### src/hdl/touch_bar_cluster_centroid_defines.svh
// ----------------------------------------------------------------------------
// Touch-bar cluster centroid: assertion macros
// Shared property forms for the checks at the end of the top level. Both
// forms sample on clk_i and are disabled while rst_ni is low.
// ----------------------------------------------------------------------------
`ifndef TOUCH_BAR_CLUSTER_CENTROID_DEFINES_SVH
`define TOUCH_BAR_CLUSTER_CENTROID_DEFINES_SVH

// The consequent must hold in the same cycle as the antecedent.
`define TBCC_ASSERT_SAME(lbl, ante, cons, msg) \
  lbl: assert property (@(posedge clk_i) disable iff (!rst_ni) (ante) |-> (cons)) \
    else $error(msg);

// The consequent must hold in the cycle after the antecedent.
`define TBCC_ASSERT_NEXT(lbl, ante, cons, msg) \
  lbl: assert property (@(posedge clk_i) disable iff (!rst_ni) (ante) |=> (cons)) \
    else $error(msg);

`endif

### src/hdl/tbcc_pkg.sv
// ----------------------------------------------------------------------------
// Touch-bar cluster centroid package
// Widths, electrode position tables and the reciprocal table used by the
// rounding divider.
// ----------------------------------------------------------------------------
package tbcc_pkg;

  // Geometry of the bar.
  localparam int ELECTRODES   = 12;
  localparam int SPAN         = 5;
  localparam int MAX_CLUSTERS = 3;

  // Field and datapath widths.
  localparam int IDX_W   = 4;   // electrode index
  localparam int CNT_W   = 3;   // electrodes in a cluster, 0 to 5
  localparam int CCNT_W  = 2;   // clusters in a mask, 0 to 3
  localparam int LAT_W   = 13;
  localparam int FWD_W   = 12;
  localparam int SUM_W   = 16;  // signed sum of up to five entries
  localparam int MAG_W   = 14;  // magnitude of a sum plus rounding bias
  localparam int RCP_W   = 18;  // reciprocal, scaled by 2**RCP_SHIFT
  localparam int RCP_SHIFT = 17;
  localparam int PROD_W  = MAG_W + RCP_W;

  // One cluster: first electrode and the five-electrode window from there.
  typedef struct packed {
    logic [IDX_W-1:0] start;
    logic [SPAN-1:0]  win;
  } clus_t;

  // State carried along the scan stages.
  typedef struct packed {
    logic [CCNT_W-1:0]               count;
    logic [ELECTRODES-1:0]           rem;
    clus_t [MAX_CLUSTERS-1:0]        clus;
  } scan_t;

  // Result of one scan step.
  typedef struct packed {
    logic                  found;
    clus_t                 clus;
    logic [ELECTRODES-1:0] rem;
  } det_t;

  // Lateral position of each electrode in hundredths of a centimetre.
  function automatic logic signed [LAT_W-1:0] lateral_entry(input logic [IDX_W-1:0] idx);
    logic signed [LAT_W-1:0] v;
    case (idx)
      4'd0:    v = -13'sd2860;
      4'd1:    v = -13'sd2390;
      4'd2:    v = -13'sd2010;
      4'd3:    v = -13'sd1430;
      4'd4:    v = -13'sd950;
      4'd5:    v = -13'sd470;
      4'd6:    v = 13'sd0;
      4'd7:    v = 13'sd480;
      4'd8:    v = 13'sd980;
      4'd9:    v = 13'sd1460;
      4'd10:   v = 13'sd1940;
      4'd11:   v = 13'sd2420;
      default: v = 13'sd0;
    endcase
    return v;
  endfunction

  // Forward distance of each electrode in hundredths of a centimetre.
  function automatic logic [FWD_W-1:0] forward_entry(input logic [IDX_W-1:0] idx);
    logic [FWD_W-1:0] v;
    case (idx)
      4'd0:    v = 12'd589;
      4'd1:    v = 12'd1678;
      4'd2:    v = 12'd2118;
      4'd3:    v = 12'd2546;
      4'd4:    v = 12'd2761;
      4'd5:    v = 12'd2882;
      4'd6:    v = 12'd2920;
      4'd7:    v = 12'd2820;
      4'd8:    v = 12'd2751;
      4'd9:    v = 12'd2529;
      4'd10:   v = 12'd2182;
      4'd11:   v = 12'd1634;
      default: v = 12'd0;
    endcase
    return v;
  endfunction

  // Ceiling of 2**17 / n. The product with any magnitude below 2**15 gives
  // the exact floor quotient after the shift. An empty slot divides to 0.
  function automatic logic [RCP_W-1:0] recip(input logic [CNT_W-1:0] n);
    logic [RCP_W-1:0] v;
    case (n)
      3'd1:    v = 18'd131072;
      3'd2:    v = 18'd65536;
      3'd3:    v = 18'd43691;
      3'd4:    v = 18'd32768;
      3'd5:    v = 18'd26215;
      default: v = 18'd0;
    endcase
    return v;
  endfunction

endpackage

### src/hdl/tbcc_round_div.sv
// ----------------------------------------------------------------------------
// Touch-bar cluster centroid: rounding divider
// Divides a signed sum by an electrode count of 1 to 5, rounding to nearest
// with halves away from zero, over two register stages.
// ----------------------------------------------------------------------------
module tbcc_round_div (
  input  logic                                clk_i,
  input  logic                                en_i,
  input  logic signed [tbcc_pkg::SUM_W-1:0]   sum_i,
  input  logic        [tbcc_pkg::CNT_W-1:0]   cnt_i,
  output logic signed [tbcc_pkg::LAT_W-1:0]   quot_o
);

  logic        [tbcc_pkg::SUM_W-1:0]  abs_sum;
  logic        [tbcc_pkg::MAG_W-1:0]  mag_d, mag_q;
  logic        [tbcc_pkg::RCP_W-1:0]  rcp_d, rcp_q;
  logic                               sign_q, sign_p_q;
  logic        [tbcc_pkg::PROD_W-1:0] prod_d, prod_q;
  logic        [tbcc_pkg::LAT_W-1:0]  quot_mag;

  // Magnitude of the sum plus half the divisor, and the divisor's reciprocal.
  always_comb begin
    abs_sum = sum_i[tbcc_pkg::SUM_W-1] ? (-sum_i) : sum_i;
    mag_d   = abs_sum[tbcc_pkg::MAG_W-1:0] + tbcc_pkg::MAG_W'(cnt_i >> 1);
    rcp_d   = tbcc_pkg::recip(cnt_i);
  end

  always_ff @(posedge clk_i) begin
    if (en_i) begin
      mag_q  <= mag_d;
      rcp_q  <= rcp_d;
      sign_q <= sum_i[tbcc_pkg::SUM_W-1];
    end
  end

  // Multiply by the reciprocal.
  assign prod_d = tbcc_pkg::PROD_W'(mag_q) * tbcc_pkg::PROD_W'(rcp_q);

  always_ff @(posedge clk_i) begin
    if (en_i) begin
      prod_q   <= prod_d;
      sign_p_q <= sign_q;
    end
  end

  // The quotient is a mean of table entries, so it stays below 4096 and
  // fits the low bits above the binary point.
  assign quot_mag = prod_q[tbcc_pkg::RCP_SHIFT + tbcc_pkg::LAT_W - 1:tbcc_pkg::RCP_SHIFT];
  assign quot_o   = sign_p_q ? $signed(-quot_mag) : $signed(quot_mag);

endmodule
### config.mk
export PLATFORM = sky130hd
export DESIGN_NAME = tbcc_round_div
export DESIGN_NICKNAME = d
export VERILOG_FILES = /design/src/hdl/touch_bar_cluster_centroid_defines.svh /design/src/hdl/tbcc_pkg.sv /design/src/hdl/tbcc_round_div.sv
export SDC_FILE = /design/constraint.sdc
export NUM_CORES = 1
export LEC_CHECK = 0
export BUFFER_PORTS_ARGS = -buffer_cell sky130_fd_sc_hd__buf_2
export CORE_MARGIN = 2
export CORE_UTILIZATION = 60
export CTS_CLUSTER_SIZE = 30
export DETAILED_ROUTE_END_ITERATION = 8
export PLACE_DENSITY = 0.78
export SETUP_SLACK_MARGIN = 0.2
export SYNTH_ARGS = -nofsm -noshare
export SYNTH_HDL_FRONTEND = slang
export SYNTH_SLANG_ARGS = --single-unit
### constraint.sdc
create_clock -name clk_i -period 14.35 [get_ports clk_i]
set_input_delay 0.7175 -clock clk_i [delete_from_list [all_inputs] [get_ports clk_i]]
set_output_delay 0.7175 -clock clk_i [all_outputs]
set_load 0.01 [all_outputs]
==> impl_metrics.json <==
{
  "synthArstFlopShare": 0,
  "root_buffer": "clkbuf_16",
  "vias": 5729,
  "yosysUniqueCellTypes": 59,
  "initial_core_util": 0.608,
  "drt_iter0_markers": 324,
  "cp_max_fo": 17,
  "setup_viol": 0,
  "r2r_slack_ns": 7.89,
  "cts_tree": "done",
  "synth_top_family_by_area": "adder cells",
  "worst_pin_slew_ns": 0.864,
  "max_stage_delay_ns": 0.71,
  "ys.flop_type": "edfxtp_1",
  "num-nets-final": 1107,
  "syn-cell-area_um2": 7950,
  "grt_antenna_before_repair": 0,
  "drive_above_1_share": 0.0570,
  "dp_cells": 1028,
  "slowest_stage": "edfxtp_1",
  "critical_path_required_ns": 14.37,
  "cts.htree.levels": 2,
  "cts_setup_buffers": 0,
  "layout_commonest_cell": "inv_1",
  "dr.pass1.iters": 5,
  "die_h_um": 119,
  "grt-ovfl-total": 0,
  "cts_buffer_depth": 2,
  "end_kind": "flip-flop",
  "cp.arrival_ns": 6.48,
  "cp-startpoint": "rcp_q[13]",
  "grt_pass1_vias": 5816,
  "timing.final.crit_share": 0.450,
  "synth_nets": 1091,
  "crit_cells": 18,
  "drtAntennaViolNets": 0,
  "globalRouteTotalUtil": 0.250,
  "hold_viol_final": 0,
  "rows": 42,
  "tns_ns": 0,
  "crit_top_cell": "fa_1",
  "dp_hpwl_um": 14400,
  "io_buffers": 32,
  "synth-seq-cells": 35,
  "hold_depth": 0,
  "drv_cap": 0,
  "cts-resized-gates": 0,
  "grt-busiest-layer": "met2",
  "hold_class": "reg2reg",
  "num_io_pins": 34,
  "clock-skew-final_ns": 0.00893,
  "fmax_ghz": 0.155,
  "cts_buffers": 5,
  "maxSlewViolCount": 0,
  "syn_to_final_growth_pct": 5.55,
  "r2r_cells": 18,
  "clkLatencyLatePin_ns": 0.28,
  "avgViaCountPerCell": 5.53,
  "netlist_instances": 843,
  "min_period_ns": 6.46,
  "wl_per_cell_um": 15.9,
  "grt_pass1_wl_um": 28200,
  "yosysSeqAreaShare": 0.132,
  "cts_hold_buf": 0,
  "drc": 0,
  "synth_compound_area_frac": 0.0936,
  "crit_buf_inv": 4,
  "grtUsageMet1": 0.363,
  "synth-simple-area-share": 0.140,
  "rsz0062_at_grt": "false",
  "avgSynthCellArea_um2": 9.44,
  "num_antenna_cells": 0,
  "outcome": "complete, no violations",
  "synth-edff-count": 35,
  "muxShareOfSynthArea": 0.00126,
  "synthXorXnorAreaFrac": 0.0595,
  "gp_congestion": 0.928,
  "wl_um": 16500,
  "die_w_um": 119,
  "cpLargestDelayFamily": "adder cells",
  "synthAdderAreaFrac": 0.475,
  "grt_max_degree": 36,
  "mostFrequentLayoutCells": "inv_1 (178), fa_1 (125), ha_1 (102)",
  "use_met2": 0.418,
  "r2r_start": "rcp_q[13]",
  "cts.sinks": 35,
  "cp_cell_sequence": "and2_1 > inv_1 > fa_1 > fa_1 > fa_1 > inv_1 > fa_1 > fa_1 > inv_1 > fa_1 > inv_1 > ha_1 > nand3_1 > nor3_1 > o211ai_1 > a31oi_1 > mux2i_1 > o211ai_1",
  "clkTransAtPathRegs_ns": 0.06,
  "fin_cells": 1036,
  "max-slew-margin-rel": 0.419,
  "die_area_um2": 14200,
  "coreArea_um2": 13100,
  "startpoint_type": "flip-flop",
  "crit_type": "reg2reg",
  "grt_util_met3": 0.0177,
  "worstHoldStart": "sign_q",
  "yosys_warnings": 0
}
==> metrics by stage <==
stage          setup WS (ns)  hold slack (ns)   util  area [µm²]
6_report                7.89            0.422  0.642        8400
5_1_grt                 7.49            0.446  0.642        8400
4_1_cts                 7.90            0.431  0.642        8400
3_5_place_dp            7.94            0.417  0.628        8220
3_3_place_gp            7.96            0.401  0.628        8220
2_1_floorplan           8.65            0.400      -        7950
==> worst paths after layout <==
path,end
worst max register to register,prod_q[27]
worst min-delay path,sign_p_q
worst min register to register,sign_p_q
worst max-delay path,prod_q[27]
==> cells by family after synthesis <==
kind of cell,after synthesis
buffers and inverters,201
DFF,35
adders and majority gates,227
xor gates and xnor gates,54
AOI/OAI and AO/OA,114
and+or+nand+nor,211
muxes,1
==> cell usage after synthesis, types with 7 or more instances <==
master,instances,area [µm²]
xor2_1,14,123
nor2_1,26,97.6
clkbuf_1,16,60.1
nand3_1,10,50.1
nand2b_1,7,43.8
and2_1,54,338
o31ai_1,10,75.1
inv_1,178,668
nand2_1,66,248
ha_1,102,1280
edfxtp_1,35,1050
o21ai_0,20,100
xnor2_1,40,350
nor2b_1,8,50.1
a21oi_1,34,170
a31oi_1,11,68.8
fa_1,125,2500
==> worst register-to-register path, cell delays in order (launching register included) <==
cell      delay, ns
edfxtp_1       0.71
and2_1         0.30
inv_1          0.08
fa_1           0.55
fa_1           0.53
fa_1           0.51
inv_1          0.06
fa_1           0.51
fa_1           0.55
inv_1          0.06
fa_1           0.54
inv_1          0.04
ha_1           0.30
nand3_1        0.18
nor3_1         0.29
o211ai_1       0.27
a31oi_1        0.38
mux2i_1        0.22
o211ai_1       0.10
==> per-layer routing <==
metal / up-vias / share of wire
li1: 2763 / -
met1: 2812 / 0.46
met2: 141 / 0.49
met3: 13 / 0.042
met4: 0 / 0.010
met5: - / 0
==> registers in the layout, indices dropped and copies added (netlist names) <==
signal,flops
sign_q,1
sign_p_q,1
rcp_q,6
mag_q,14
prod_q,13
==> cell type report <==
class	count	area, µm²
clock buffers	5	125
fillers	1089	4690
well taps	176	220
multi-input cells	607	6120
repair buffers	32	160
clock inverters	3	47.5
flip-flops and latches	35	1050
inverters	178	668
Power is left out: the tool's default activity adds up to more than one toggle a clock period on the data nets, which glitch-free logic cannot reach.
